## config.mk

```make
export PLATFORM = sky130hd
export DESIGN_NAME = utf8_delimiter_tokenizer_flat
export DESIGN_NICKNAME = d
export VERILOG_FILES = /design/src/design/utd_pkg.sv /design/src/design/utd_if.sv /design/src/design/utd_cfg.sv /design/src/design/utd_front.sv /design/src/design/utd_fifo.sv /design/src/design/utd_back.sv /design/src/design/utf8_delimiter_tokenizer.sv /design/src/flat_wrapper.sv
export SDC_FILE = /design/constraint.sdc
export NUM_CORES = 1
export LEC_CHECK = 0
export BUFFER_PORTS_ARGS = -buffer_cell sky130_fd_sc_hd__buf_4
export CAP_MARGIN = 0
export CORE_ASPECT_RATIO = 1.1
export CORE_MARGIN = 2
export CORE_UTILIZATION = 45
export CTS_BUF_LIST = sky130_fd_sc_hd__clkbuf_4
export CTS_CLUSTER_DIAMETER = 150
export DETAILED_ROUTE_END_ITERATION = 8
export HOLD_SLACK_MARGIN = 0.12
export PLACE_DENSITY = 0.58
export SLEW_MARGIN = 30
export SYNTH_ARGS = -nofsm -noshare
export SYNTH_HDL_FRONTEND = slang
export SYNTH_SLANG_ARGS = --single-unit
```

## constraint.sdc

```tcl
create_clock -name clk_i -period 8.8 [get_ports clk_i]
set_clock_uncertainty 0.1 [all_clocks]
set_input_delay 0 -clock clk_i [delete_from_list [all_inputs] [get_ports clk_i]]
set_output_delay 0 -clock clk_i [all_outputs]
set_load 0.05 [all_outputs]
```

## src/design/utd_pkg.sv

```systemverilog
// ----------------------------------------------------------------------------
// utd_pkg
// Types and constants shared by the UTF-8 delimiter tokenizer modules.
// ----------------------------------------------------------------------------
`default_nettype none

package utd_pkg;

  localparam int unsigned MaxDelims = 7;

  localparam int unsigned ByteW    = 8;
  localparam int unsigned CpWidth  = 21;
  localparam int unsigned CntW     = 3;
  localparam int unsigned CfgIdxW  = 3;
  localparam int unsigned CfgDataW = 21;

  // Configuration register indexes.
  localparam logic [CfgIdxW-1:0] RegDelimCount = 3'd0;
  localparam logic [CfgIdxW-1:0] RegDelim0     = 3'd1;

  // Result kinds.
  localparam logic KindByte = 1'b0;
  localparam logic KindEnd  = 1'b1;

  localparam logic [ByteW-1:0]   DotByte    = 8'h2E;
  localparam logic [CpWidth-1:0] EllipsisCp = 21'h002026;

  // UTF-8 byte classes.
  localparam logic [ByteW-1:0] ContMask  = 8'hC0;
  localparam logic [ByteW-1:0] ContTag   = 8'h80;
  localparam logic [ByteW-1:0] Lead2Mask = 8'hE0;
  localparam logic [ByteW-1:0] Lead2Tag  = 8'hC0;
  localparam logic [ByteW-1:0] Lead3Mask = 8'hF0;
  localparam logic [ByteW-1:0] Lead3Tag  = 8'hE0;
  localparam logic [ByteW-1:0] Lead4Mask = 8'hF8;
  localparam logic [ByteW-1:0] Lead4Tag  = 8'hF0;

  // Byte positions of one decode window: up to three held bytes and the new one.
  localparam int unsigned NumPos = 4;

  // Result slots of one item, in the order in which results leave the block.
  localparam int unsigned NumEvents  = 10;
  localparam int unsigned EvPreDot0  = 0;
  localparam int unsigned EvPreDot1  = 1;
  localparam int unsigned EvPos0     = 2;
  localparam int unsigned EvDotClose = 6;
  localparam int unsigned EvEndDot0  = 7;
  localparam int unsigned EvEndDot1  = 8;
  localparam int unsigned EvEndClose = 9;

  localparam int unsigned QueueDepth = 4;

  typedef enum logic [1:0] {
    ActNone,
    ActEmit,
    ActClose
  } utd_act_e;

  typedef struct packed {
    logic [NumPos-1:0][ByteW-1:0] bytes;
    logic [NumEvents-1:0]         res_valid;
    logic [NumEvents-1:0]         res_kind;
  } utd_entry_t;

  // Sequence length announced by a lead byte; anything else stands alone.
  function automatic logic [2:0] lead_len(logic [ByteW-1:0] b);
    logic [2:0] len;
    if (b[7] == 1'b0) begin
      len = 3'd1;
    end else if ((b & Lead2Mask) == Lead2Tag) begin
      len = 3'd2;
    end else if ((b & Lead3Mask) == Lead3Tag) begin
      len = 3'd3;
    end else if ((b & Lead4Mask) == Lead4Tag) begin
      len = 3'd4;
    end else begin
      len = 3'd1;
    end
    return len;
  endfunction

endpackage

`default_nettype wire

```

## src/design/utd_if.sv

```systemverilog
// ----------------------------------------------------------------------------
// utd_if
// Valid/ready channels of the tokenizer: input bytes, results, register writes.
// ----------------------------------------------------------------------------
`default_nettype none

interface utd_in_if;
  import utd_pkg::*;
  logic             valid;
  logic             ready;
  logic [ByteW-1:0] in_byte;
  logic             in_end;
  modport source (output valid, in_byte, in_end, input ready);
  modport sink   (input valid, in_byte, in_end, output ready);
endinterface

interface utd_out_if;
  import utd_pkg::*;
  logic             valid;
  logic             ready;
  logic             out_kind;
  logic [ByteW-1:0] out_byte;
  logic             out_last;
  modport source (output valid, out_kind, out_byte, out_last, input ready);
  modport sink   (input valid, out_kind, out_byte, out_last, output ready);
endinterface

interface utd_cfg_if;
  import utd_pkg::*;
  logic                valid;
  logic                ready;
  logic [CfgIdxW-1:0]  cfg_index;
  logic [CfgDataW-1:0] cfg_data;
  modport source (output valid, cfg_index, cfg_data, input ready);
  modport sink   (input valid, cfg_index, cfg_data, output ready);
endinterface

`default_nettype wire

```

## src/design/utd_cfg.sv

```systemverilog
// ----------------------------------------------------------------------------
// utd_cfg
// Delimiter register file with the in-use mask derived from the count.
// ----------------------------------------------------------------------------
`default_nettype none

module utd_cfg #(
  parameter int unsigned MAX_DELIMS = utd_pkg::MaxDelims
) (
  input  logic                                        clk_i,
  input  logic                                        rst_ni,
  utd_cfg_if.sink                                     cfg_ch,
  output logic [MAX_DELIMS-1:0]                       delim_use_o,
  output logic [MAX_DELIMS-1:0][utd_pkg::CpWidth-1:0] delim_cp_o
);
  import utd_pkg::*;

  localparam logic [CntW-1:0] MaxCnt = CntW'(MAX_DELIMS);

  logic [CntW-1:0]                    count_q;
  logic [MAX_DELIMS-1:0][CpWidth-1:0] delim_q;
  logic [CntW-1:0]                    eff_count;
  logic                               wr;

  assign cfg_ch.ready = 1'b1;
  assign wr           = cfg_ch.valid & cfg_ch.ready;

  always_ff @(posedge clk_i or negedge rst_ni) begin
    if (!rst_ni) begin
      count_q <= '0;
      delim_q <= '0;
    end else if (wr) begin
      if (cfg_ch.cfg_index == RegDelimCount) begin
        count_q <= cfg_ch.cfg_data[CntW-1:0];
      end
      for (int i = 0; i < MAX_DELIMS; i++) begin
        if (cfg_ch.cfg_index == CfgIdxW'(RegDelim0 + i)) begin
          delim_q[i] <= cfg_ch.cfg_data[CpWidth-1:0];
        end
      end
    end
  end

  // A count above the number of registers uses all of them.
  assign eff_count = (count_q > MaxCnt) ? MaxCnt : count_q;

  always_comb begin
    for (int i = 0; i < MAX_DELIMS; i++) begin
      delim_use_o[i] = CntW'(i) < eff_count;
    end
  end

  assign delim_cp_o = delim_q;

endmodule

`default_nettype wire

```

## src/design/utd_front.sv

```systemverilog
// ----------------------------------------------------------------------------
// utd_front
// Takes one byte per cycle while the queue has room, decodes UTF-8 against
// the held bytes and lays out the results in fixed slots for the back end.
// ----------------------------------------------------------------------------
`default_nettype none

module utd_front #(
  parameter int unsigned MAX_DELIMS = utd_pkg::MaxDelims
) (
  input  logic                                        clk_i,
  input  logic                                        rst_ni,
  utd_in_if.sink                                      in_ch,
  input  logic [MAX_DELIMS-1:0]                       delim_use_i,
  input  logic [MAX_DELIMS-1:0][utd_pkg::CpWidth-1:0] delim_cp_i,
  input  logic                                        q_full_i,
  output logic                                        push_o,
  output utd_pkg::utd_entry_t                         entry_o
);
  import utd_pkg::*;

  logic [2:0][ByteW-1:0] held_q, held_d;
  logic [1:0]            hc_q, hc_d;
  logic [2:0]            sl_q, sl_d;
  logic [1:0]            dr_q, dr_d;
  logic                  open_q, open_d;

  logic                         accept;
  logic [ByteW-1:0]             x;
  logic [NumPos-1:0][ByteW-1:0] qb;
  logic [NumPos-1:0]            sdel;
  logic                         dot_del;
  logic [CpWidth-1:0]           mb_cp;
  logic                         mb_stop;
  logic                         x_cont;
  logic                         x_dot;
  logic [2:0]                   lenx;
  logic [NumEvents-1:0]         res_valid;
  logic [NumEvents-1:0]         res_kind;

  function automatic logic is_delim(logic [CpWidth-1:0] cp);
    logic hit;
    hit = 1'b0;
    for (int i = 0; i < MAX_DELIMS; i++) begin
      if (delim_use_i[i] && (delim_cp_i[i] == cp)) begin
        hit = 1'b1;
      end
    end
    return hit;
  endfunction

  assign in_ch.ready = ~q_full_i;
  assign accept      = in_ch.valid & in_ch.ready;
  assign x           = in_ch.in_byte;
  assign x_cont      = (x & ContMask) == ContTag;
  assign x_dot       = x == DotByte;
  assign lenx        = lead_len(x);

  // Decode window: the held bytes followed by the new byte.
  always_comb begin
    qb = '0;
    for (int i = 0; i < 3; i++) begin
      if (2'(i) < hc_q) begin
        qb[i] = held_q[i];
      end
    end
    qb[hc_q] = x;
  end

  always_comb begin
    for (int i = 0; i < NumPos; i++) begin
      sdel[i] = is_delim({{(CpWidth-ByteW){1'b0}}, qb[i]});
    end
  end

  assign dot_del = is_delim({{(CpWidth-ByteW){1'b0}}, DotByte});

  always_comb begin
    unique case (sl_q)
      3'd2:    mb_cp = {10'b0, qb[0][4:0], qb[1][5:0]};
      3'd3:    mb_cp = {5'b0, qb[0][3:0], qb[1][5:0], qb[2][5:0]};
      3'd4:    mb_cp = {qb[0][2:0], qb[1][5:0], qb[2][5:0], qb[3][5:0]};
      default: mb_cp = {{(CpWidth-ByteW){1'b0}}, qb[0]};
    endcase
  end

  assign mb_stop = (mb_cp == EllipsisCp) || is_delim(mb_cp);

  always_comb begin
    utd_act_e   act_pos [NumPos];
    utd_act_e   act     [NumEvents];
    utd_act_e   pre0, pre1, dclose, end0, end1, endc;
    logic [1:0] dr_mid;
    logic       fresh;
    logic       open_c;

    for (int i = 0; i < NumPos; i++) begin
      act_pos[i] = ActNone;
    end
    pre0   = ActNone;
    pre1   = ActNone;
    dclose = ActNone;
    end0   = ActNone;
    end1   = ActNone;
    endc   = ActNone;
    held_d = held_q;
    hc_d   = hc_q;
    sl_d   = sl_q;
    dr_mid = dr_q;
    fresh  = 1'b1;

    if (hc_q != 2'd0) begin
      if (x_cont) begin
        fresh = 1'b0;
        if ((3'({1'b0, hc_q}) + 3'd1) == sl_q) begin
          // Sequence complete: one character of sl_q bytes.
          hc_d = 2'd0;
          sl_d = 3'd0;
          if (mb_stop) begin
            act_pos[0] = ActClose;
          end else begin
            for (int i = 0; i < NumPos; i++) begin
              if (3'(i) < sl_q) begin
                act_pos[i] = ActEmit;
              end
            end
          end
        end else if (in_ch.in_end) begin
          // Truncated: every byte of the window stands alone.
          hc_d = 2'd0;
          sl_d = 3'd0;
          for (int i = 0; i < NumPos; i++) begin
            if (2'(i) <= hc_q) begin
              act_pos[i] = sdel[i] ? ActClose : ActEmit;
            end
          end
        end else begin
          held_d[hc_q] = x;
          hc_d         = hc_q + 2'd1;
        end
      end else begin
        // Malformed: the held bytes stand alone, the new byte starts afresh.
        for (int i = 0; i < 3; i++) begin
          if (2'(i) < hc_q) begin
            act_pos[i] = sdel[i] ? ActClose : ActEmit;
          end
        end
      end
    end

    if (fresh) begin
      hc_d = 2'd0;
      sl_d = 3'd0;
      if (x_dot) begin
        if (dot_del) begin
          dclose = ActClose;
          dr_mid = 2'd3;
        end else if (dr_q != 2'd3) begin
          dr_mid = dr_q + 2'd1;
          if (dr_q == 2'd2) begin
            dclose = ActClose;
          end
        end
      end else begin
        if ((dr_q == 2'd1) || (dr_q == 2'd2)) begin
          if (dot_del) begin
            pre0 = ActClose;
          end else begin
            pre0 = ActEmit;
            if (dr_q == 2'd2) begin
              pre1 = ActEmit;
            end
          end
        end
        dr_mid = 2'd0;
        if ((lenx != 3'd1) && !in_ch.in_end) begin
          held_d[0] = x;
          hc_d      = 2'd1;
          sl_d      = lenx;
        end else begin
          act_pos[hc_q] = sdel[hc_q] ? ActClose : ActEmit;
        end
      end
    end

    dr_d = dr_mid;
    if (in_ch.in_end) begin
      if ((dr_mid == 2'd1) || (dr_mid == 2'd2)) begin
        if (dot_del) begin
          end0 = ActClose;
        end else begin
          end0 = ActEmit;
          if (dr_mid == 2'd2) begin
            end1 = ActEmit;
          end
        end
      end
      endc = ActClose;
      hc_d = 2'd0;
      sl_d = 3'd0;
      dr_d = 2'd0;
    end

    act[EvPreDot0] = pre0;
    act[EvPreDot1] = pre1;
    for (int i = 0; i < NumPos; i++) begin
      act[EvPos0 + i] = act_pos[i];
    end
    act[EvDotClose] = dclose;
    act[EvEndDot0]  = end0;
    act[EvEndDot1]  = end1;
    act[EvEndClose] = endc;

    // A close only yields a result when the token holds bytes.
    open_c = open_q;
    for (int i = 0; i < NumEvents; i++) begin
      res_valid[i] = (act[i] == ActEmit) || ((act[i] == ActClose) && open_c);
      res_kind[i]  = (act[i] == ActClose) ? KindEnd : KindByte;
      if (act[i] == ActEmit) begin
        open_c = 1'b1;
      end else if (act[i] == ActClose) begin
        open_c = 1'b0;
      end
    end
    open_d = in_ch.in_end ? 1'b0 : open_c;
  end

  assign push_o            = accept & (|res_valid);
  assign entry_o.bytes     = qb;
  assign entry_o.res_valid = res_valid;
  assign entry_o.res_kind  = res_kind;

  always_ff @(posedge clk_i or negedge rst_ni) begin
    if (!rst_ni) begin
      hc_q   <= '0;
      sl_q   <= '0;
      dr_q   <= '0;
      open_q <= 1'b0;
    end else if (accept) begin
      hc_q   <= hc_d;
      sl_q   <= sl_d;
      dr_q   <= dr_d;
      open_q <= open_d;
    end
  end

  always_ff @(posedge clk_i) begin
    if (accept) begin
      held_q <= held_d;
    end
  end

endmodule

`default_nettype wire

```

## src/design/utd_fifo.sv

```systemverilog
// ----------------------------------------------------------------------------
// utd_fifo
// Short queue of result slot entries between the front and back ends.
// ----------------------------------------------------------------------------
`default_nettype none

module utd_fifo (
  input  logic                clk_i,
  input  logic                rst_ni,
  input  logic                push_i,
  input  utd_pkg::utd_entry_t entry_i,
  output logic                full_o,
  input  logic                pop_i,
  output logic                empty_o,
  output utd_pkg::utd_entry_t head_o
);
  import utd_pkg::*;

  localparam int unsigned PtrW = $clog2(QueueDepth);

  utd_entry_t      mem_q [QueueDepth];
  logic [PtrW-1:0] wptr_q, rptr_q;
  logic [PtrW:0]   count_q;
  logic            do_push, do_pop;

  assign full_o  = count_q == (PtrW+1)'(QueueDepth);
  assign empty_o = count_q == '0;
  assign do_push = push_i & ~full_o;
  assign do_pop  = pop_i & ~empty_o;
  assign head_o  = mem_q[rptr_q];

  always_ff @(posedge clk_i or negedge rst_ni) begin
    if (!rst_ni) begin
      wptr_q  <= '0;
      rptr_q  <= '0;
      count_q <= '0;
    end else begin
      if (do_push) begin
        wptr_q <= wptr_q + 1'b1;
      end
      if (do_pop) begin
        rptr_q <= rptr_q + 1'b1;
      end
      if (do_push && !do_pop) begin
        count_q <= count_q + 1'b1;
      end else if (do_pop && !do_push) begin
        count_q <= count_q - 1'b1;
      end
    end
  end

  always_ff @(posedge clk_i) begin
    if (do_push) begin
      mem_q[wptr_q] <= entry_i;
    end
  end

endmodule

`default_nettype wire

```

## src/design/utd_back.sv

```systemverilog
// ----------------------------------------------------------------------------
// utd_back
// Walks the valid slots of each queued entry and sends one result per cycle
// while the receiver is ready, through a registered output stage.
// ----------------------------------------------------------------------------
`default_nettype none

module utd_back (
  input  logic                clk_i,
  input  logic                rst_ni,
  input  logic                empty_i,
  input  utd_pkg::utd_entry_t head_i,
  output logic                pop_o,
  utd_out_if.source           out_ch
);
  import utd_pkg::*;

  logic [NumPos-1:0][ByteW-1:0] bytes_q;
  logic [NumEvents-1:0]         kind_q;
  logic [NumEvents-1:0]         mask_q;
  logic [NumEvents-1:0]         mask_next;
  logic [NumEvents-1:0]         sel;
  logic                         adv;
  logic                         emit;
  logic                         sel_kind;
  logic [ByteW-1:0]             sel_byte;
  logic                         sel_last;

  logic             out_valid_q;
  logic             out_kind_q;
  logic [ByteW-1:0] out_byte_q;
  logic             out_last_q;

  assign adv  = ~out_valid_q | out_ch.ready;
  assign emit = adv & (|mask_q);

  // Lowest pending slot goes first.
  assign sel      = mask_q & (~mask_q + NumEvents'(1));
  assign sel_last = (mask_q & ~sel) == '0;
  assign sel_kind = |(sel & kind_q);

  always_comb begin
    sel_byte = DotByte;
    for (int i = 0; i < NumPos; i++) begin
      if (sel[EvPos0 + i]) begin
        sel_byte = bytes_q[i];
      end
    end
    if (sel_kind == KindEnd) begin
      sel_byte = '0;
    end
  end

  assign mask_next = emit ? (mask_q & ~sel) : mask_q;
  assign pop_o     = (mask_next == '0) & ~empty_i;

  always_ff @(posedge clk_i or negedge rst_ni) begin
    if (!rst_ni) begin
      mask_q      <= '0;
      out_valid_q <= 1'b0;
    end else begin
      mask_q <= pop_o ? head_i.res_valid : mask_next;
      if (adv) begin
        out_valid_q <= |mask_q;
      end
    end
  end

  always_ff @(posedge clk_i) begin
    if (pop_o) begin
      bytes_q <= head_i.bytes;
      kind_q  <= head_i.res_kind;
    end
    if (emit) begin
      out_kind_q <= sel_kind;
      out_byte_q <= sel_byte;
      out_last_q <= sel_last;
    end
  end

  assign out_ch.valid    = out_valid_q;
  assign out_ch.out_kind = out_kind_q;
  assign out_ch.out_byte = out_byte_q;
  assign out_ch.out_last = out_last_q;

endmodule

`default_nettype wire

```

## src/design/utf8_delimiter_tokenizer.sv

```systemverilog
// ----------------------------------------------------------------------------
// utf8_delimiter_tokenizer
// Splits a UTF-8 byte stream into tokens at configured delimiter code points,
// at U+2026 and at runs of three or more dots.
// ----------------------------------------------------------------------------
// Usage:
//   in_ch  carries one string byte per item; in_end marks the last byte.
//   out_ch carries results: a token byte (out_kind 0) or the end of a
//          nonempty token (out_kind 1); out_last flags the final result
//          caused by one input item. An item may cause no result at all.
//   cfg_ch writes register 0 (delimiter count) or 1..7 (delimiter code
//          points); write only while idle, which the block does not check.
// Timing: one input byte is accepted per cycle while the four-entry queue
//   between the decoder and the result sequencer has room. An accepted item
//   passes the queue, the sequencer's slot mask and the output register
//   before its first result appears; the sequencer sends one result per
//   cycle while the receiver is ready. A stalled receiver holds the output
//   register, then fills the queue, and only then is in_ch.ready dropped.
// Reset clears the registers, the decode state and the queue.
// ----------------------------------------------------------------------------
`default_nettype none

module utf8_delimiter_tokenizer #(
  parameter int unsigned MAX_DELIMS = utd_pkg::MaxDelims
) (
  input  logic      clk_i,
  input  logic      rst_ni,
  utd_in_if.sink    in_ch,
  utd_out_if.source out_ch,
  utd_cfg_if.sink   cfg_ch
);
  import utd_pkg::*;

  logic [MAX_DELIMS-1:0]              delim_use;
  logic [MAX_DELIMS-1:0][CpWidth-1:0] delim_cp;
  logic                               q_full;
  logic                               q_empty;
  logic                               push;
  logic                               pop;
  utd_entry_t                         push_entry;
  utd_entry_t                         head_entry;

  utd_cfg #(
    .MAX_DELIMS (MAX_DELIMS)
  ) u_cfg (
    .clk_i       (clk_i),
    .rst_ni      (rst_ni),
    .cfg_ch      (cfg_ch),
    .delim_use_o (delim_use),
    .delim_cp_o  (delim_cp)
  );

  utd_front #(
    .MAX_DELIMS (MAX_DELIMS)
  ) u_front (
    .clk_i       (clk_i),
    .rst_ni      (rst_ni),
    .in_ch       (in_ch),
    .delim_use_i (delim_use),
    .delim_cp_i  (delim_cp),
    .q_full_i    (q_full),
    .push_o      (push),
    .entry_o     (push_entry)
  );

  utd_fifo u_fifo (
    .clk_i   (clk_i),
    .rst_ni  (rst_ni),
    .push_i  (push),
    .entry_i (push_entry),
    .full_o  (q_full),
    .pop_i   (pop),
    .empty_o (q_empty),
    .head_o  (head_entry)
  );

  utd_back u_back (
    .clk_i   (clk_i),
    .rst_ni  (rst_ni),
    .empty_i (q_empty),
    .head_i  (head_entry),
    .pop_o   (pop),
    .out_ch  (out_ch)
  );

endmodule

`default_nettype wire
```

## src/flat_wrapper.sv

```systemverilog
// flat-port wrapper written by rule: the top's interface ports become plain ports
module utf8_delimiter_tokenizer_flat import utd_pkg::*;
#(
  parameter int unsigned MAX_DELIMS = utd_pkg::MaxDelims
)
  (clk_i, rst_ni, in_ch_valid, in_ch_in_byte, in_ch_in_end, in_ch_ready, out_ch_valid, out_ch_out_kind, out_ch_out_byte, out_ch_out_last, out_ch_ready, cfg_ch_valid, cfg_ch_cfg_index, cfg_ch_cfg_data, cfg_ch_ready);
  utd_in_if in_ch_i ();
  utd_out_if out_ch_i ();
  utd_cfg_if cfg_ch_i ();
  input  logic clk_i;
  input  logic rst_ni;
  input wire logic [$bits(in_ch_i.valid)-1:0] in_ch_valid;
  input wire logic [$bits(in_ch_i.in_byte)-1:0] in_ch_in_byte;
  input wire logic [$bits(in_ch_i.in_end)-1:0] in_ch_in_end;
  output wire logic [$bits(in_ch_i.ready)-1:0] in_ch_ready;
  output wire logic [$bits(out_ch_i.valid)-1:0] out_ch_valid;
  output wire logic [$bits(out_ch_i.out_kind)-1:0] out_ch_out_kind;
  output wire logic [$bits(out_ch_i.out_byte)-1:0] out_ch_out_byte;
  output wire logic [$bits(out_ch_i.out_last)-1:0] out_ch_out_last;
  input wire logic [$bits(out_ch_i.ready)-1:0] out_ch_ready;
  input wire logic [$bits(cfg_ch_i.valid)-1:0] cfg_ch_valid;
  input wire logic [$bits(cfg_ch_i.cfg_index)-1:0] cfg_ch_cfg_index;
  input wire logic [$bits(cfg_ch_i.cfg_data)-1:0] cfg_ch_cfg_data;
  output wire logic [$bits(cfg_ch_i.ready)-1:0] cfg_ch_ready;
  assign in_ch_i.valid = in_ch_valid;
  assign in_ch_i.in_byte = in_ch_in_byte;
  assign in_ch_i.in_end = in_ch_in_end;
  assign in_ch_ready = in_ch_i.ready;
  assign out_ch_valid = out_ch_i.valid;
  assign out_ch_out_kind = out_ch_i.out_kind;
  assign out_ch_out_byte = out_ch_i.out_byte;
  assign out_ch_out_last = out_ch_i.out_last;
  assign out_ch_i.ready = out_ch_ready;
  assign cfg_ch_i.valid = cfg_ch_valid;
  assign cfg_ch_i.cfg_index = cfg_ch_cfg_index;
  assign cfg_ch_i.cfg_data = cfg_ch_cfg_data;
  assign cfg_ch_ready = cfg_ch_i.ready;
  utf8_delimiter_tokenizer #(.MAX_DELIMS(MAX_DELIMS)) u_core (.clk_i(clk_i), .rst_ni(rst_ni), .in_ch(in_ch_i), .out_ch(out_ch_i), .cfg_ch(cfg_ch_i));
endmodule
```

==> flow_summary.json <==
{
  "gp_congestion": 1.004,
  "drive_gt1_frac": 0.2195,
  "antenna_found_initial": 3,
  "relSlewSlack": 0.3130,
  "cts_sinks": 450,
  "drcViolationCount": 0,
  "p_seq_frac": 0.455,
  "worstPathArrival_ps": 8270,
  "dp_hpwl_um": 68680,
  "post_cts_resized": 0,
  "syn_nets": 2308,
  "fmax_mhz": 131.1,
  "rsz0062_at_grt": "false",
  "root_buffer": "clkbuf_4",
  "multi_input_area_mm2": 0.01218,
  "wl_per_cell_um": 30.28,
  "synthMuxAreaShare": 0.1220,
  "p_total_mw": 7.617,
  "die_height_um": 254.4,
  "start_util": 0.4560,
  "cp_max_fo": 35,
  "p_leak_nw": 10.56,
  "whs_path_depth": 5,
  "maxCapViolations": 0,
  "fill_cells": 5092,
  "power_switching_mw": 2.852,
  "pwr_density_cell_mw_per_mm2": 262.1,
  "clk_latency_ps": 900,
  "setup_slack_ps": 1175,
  "hp-class": "in -> reg",
  "ios": 51,
  "core_area_mm2": 0.05625,
  "dp.cells": 2931,
  "cts-htree-levels": 3,
  "final_cells": 3211,
  "ant_nets": 0,
  "ir_drop_mv": 0.1457,
  "synth-xor-area-share": 0.08981,
  "timing.setup.tns_ps": 0,
  "finalHoldViolCount": 0,
  "worst_hold_slack_ps": 225.9,
  "yosysWarnings": 0,
  "syn_inst": 2255,
  "cp-end-kind": "register",
  "clk_path_buf_depth": 3,
  "dpl_worst_slack_ps": 1275,
  "seqCellArea_mm2": 0.01264,
  "io_buffers": 49,
  "grt_max_degree": 134,
  "synth.distinct_cells": 92,
  "grt_pass1_wl_um": 139700,
  "synth_compound_area_frac": 0.1086,
  "critPathKind": "reg -> reg",
  "status": "finished clean",
  "yosys.area.top_type": "edfxtp_1",
  "fin_crit_ps": 7625,
  "dr.pass1.iters": 5,
  "crit_path_start_kind": "register",
  "switching_share": 0.3744,
  "synth_top_family_by_area": "simple AND/OR/NAND/NOR gates",
  "internal_power_mw": 4.765,
  "syn_avg_cell_area_um2": 11.37,
  "final_nets": 2440,
  "drt-initial-drc-count": 1923,
  "pwr-share-comb": 0.321,
  "synth_edf_count": 274,
  "area.growth.synth_to_final_pct": 13.31,
  "synth_area_leaders": "edfxtp_1 (32%), dfrtp_1 (17%), mux2_2 (6.9%)",
  "synthFlopType": "edfxtp_1",
  "via_count": 20236,
  "drt-total-wl_um": 97220,
  "cp.required_ps": 9450,
  "power_frac_clock": 0.224,
  "ys_ff_latch": 450,
  "tritoncts": "built",
  "viasPerCell": 6.302,
  "path_clk_slew_ps": 60,
  "numCtsBuffers": 114,
  "yosysTopAreaCellShare": 0.3208,
  "yosys.area_share.simple": 0.1441,
  "die_width_um": 231.6,
  "r2r_cells": 21,
  "synth_fa_ha_area_frac": 0.008391,
  "grt_usage": 0.3321,
  "placementRows": 91,
  "tightest_slew_ps": 1022,
  "async_flop_share": 0.3911,
  "setup_viol": 0,
  "syn_area_mm2": 0.02565,
  "grt_pass1_vias": 19837,
  "slew_violations": 0,
  "grt_overflow_total": 0,
  "timing.final.crit_share": 0.8665,
  "die-area_mm2": 0.05892,
  "seq_area_frac_synth": 0.4925
}
registers in the layout, summed over array words and instances (netlist names):
signal                         flops
u_core.u_cfg.delim_cp_o          147
u_core.u_back.bytes_q             32
u_core.u_front.held_q             24
u_core.u_front.dr_q                2
u_core.u_front.sl_q                3
u_core.u_fifo.count_q              3
u_core.u_fifo.mem_q              200
u_core.u_back.out_ch.out_byte      8
u_core.u_front.hc_q                2
u_core.u_fifo.rptr_q               2
u_core.u_front.open_q              1
u_core.u_fifo.wptr_q               2
u_core.u_cfg.count_q               3
u_core.u_back.out_ch.out_last      1
u_core.u_back.mask_q              10
u_core.u_back.out_ch.valid         1
u_core.u_back.out_ch.out_kind      1
u_core.u_back.kind_q               8
power groups by stage:
stage               sequential [mW]  clock [mW]  combinational (mW)
floorplan                      3.14           0                1.79
global placement               3.46           0                2.40
detailed placement             3.48           0                2.41
CTS                            3.43        1.77                2.45
global route                   3.48        1.87                2.64
finish                         3.47        1.71                2.44
synthesized netlist by cell type (all sizes together) (9+ instances only):
library cell    n
xnor2         190
nand3b         36
nor2b          13
nand4          41
o32ai          14
o22ai          18
and2           30
nor4bb         15
inv            54
dfrtp         176
a221oi         15
clkbuf        119
nand4b          9
o31ai          15
a21oi          90
mux2          158
nand3          40
nor4           47
a2111oi        14
nand2b         20
ha             14
mux4           51
and3b           9
edfxtp        274
o21ai         102
xor2           73
a31oi          21
nand2         131
mux2i          16
or3            27
nor2          109
buf            50
and3           31
a211oi         13
nor3           46
a22oi          18
or4            19
critical path, cell delays in order, from the launching register on:
cell	delay (ps)
dfrtp_1	360
buf_4	230
clkinv_1	210
ha_1	830
mux2i_2	800
inv_2	310
o21ai_0	280
a2bb2oi_2	690
xnor2_1	250
a211oi_1	100
nand4_1	220
o31ai_1	90
a311oi_1	510
buf_4	280
nand3_1	110
o21ai_0	200
o221ai_1	250
o41a_4	610
ha_1	240
inv_1	80
fa_1	390
mux2_2	270
kinds of logic after synthesis:
family	count (synthesis)
simple gates	660
fa+ha+maj	17
buf+inv	228
other cells	1
compound gates	411
flops	450
mux	225
xor+xnor	263
final cells by class:
| class | count | area share |
|---|---|---|
| Clock buffer | 166 | 0.04288 |
| Inverter | 59 | 0.007621 |
| Multi-Input combinational cell | 1577 | 0.4193 |
| Timing Repair Buffer | 185 | 0.05795 |
| Clock inverter | 28 | 0.005167 |
| Antenna cell | 2 | 0.0001722 |
| Tap cell | 744 | 0.03203 |
| Sequential cell | 450 | 0.4349 |
worst paths after layout:
path / slack (ps) / end / start
worst max-delay path: 1170 / u_core.u_fifo.count_q[1] / u_core.u_front.hc_q[1]
min in group asynchronous: 650 / u_core.u_fifo.rptr_q[1] / rst_ni
worst max register to register: 1170 / u_core.u_fifo.count_q[1] / u_core.u_front.hc_q[1]
max in group asynchronous: 6830 / u_core.u_cfg.delim_cp_o[102] / rst_ni
worst min-delay path: 230 / u_core.u_cfg.count_q[0] / cfg_ch_cfg_index[2]
worst min register to register: 390 / u_core.u_fifo.count_q[2] / u_core.u_fifo.count_q[2]
routing by layer:
layer / part of all wire / vias to the layer above / global-route usage
met2: 0.46 / 957 / 0.5337
met3: 0.074 / 227 / 0.05859
met1: 0.40 / 10212 / 0.4277
met4: 0.059 / 2 / 0.1832
li1: - / 8838 / -
met5: 0.00010 / - / 0.004112
cell usage in the layout (no fill, tap or decap), drive strengths merged, types with 19 or more instances in the layout:
cell         instances
a21oi               90
a31oi               21
and2                30
and3                31
buf                102
clkbuf             166
clkinv              28
dfrtp              176
dlygate4sd3         83
edfxtp             274
inv                 57
mux2               158
mux4                51
nand2              131
nand2b              20
nand3               40
nand3b              36
nand4               41
nor2               109
nor3                46
nor4                47
o21ai              102
or3                 27
or4                 19
xnor2              190
xor2                73
per-stage QoR:
stage / utilization / instance area, µm²
floorplan: - / 25650
global placement: 0.4758 / 26760
detailed placement: 0.4763 / 26790
CTS: 0.5164 / 29040
global route: 0.5167 / 29060
finish: 0.5167 / 29060
what timing repair did:
item / CTS / global route
hold endpoints to repair: 538 / 0
hold buffers: 84 / 0
buffers inserted: 0 / 0
(Power assumes the default switching activity.)
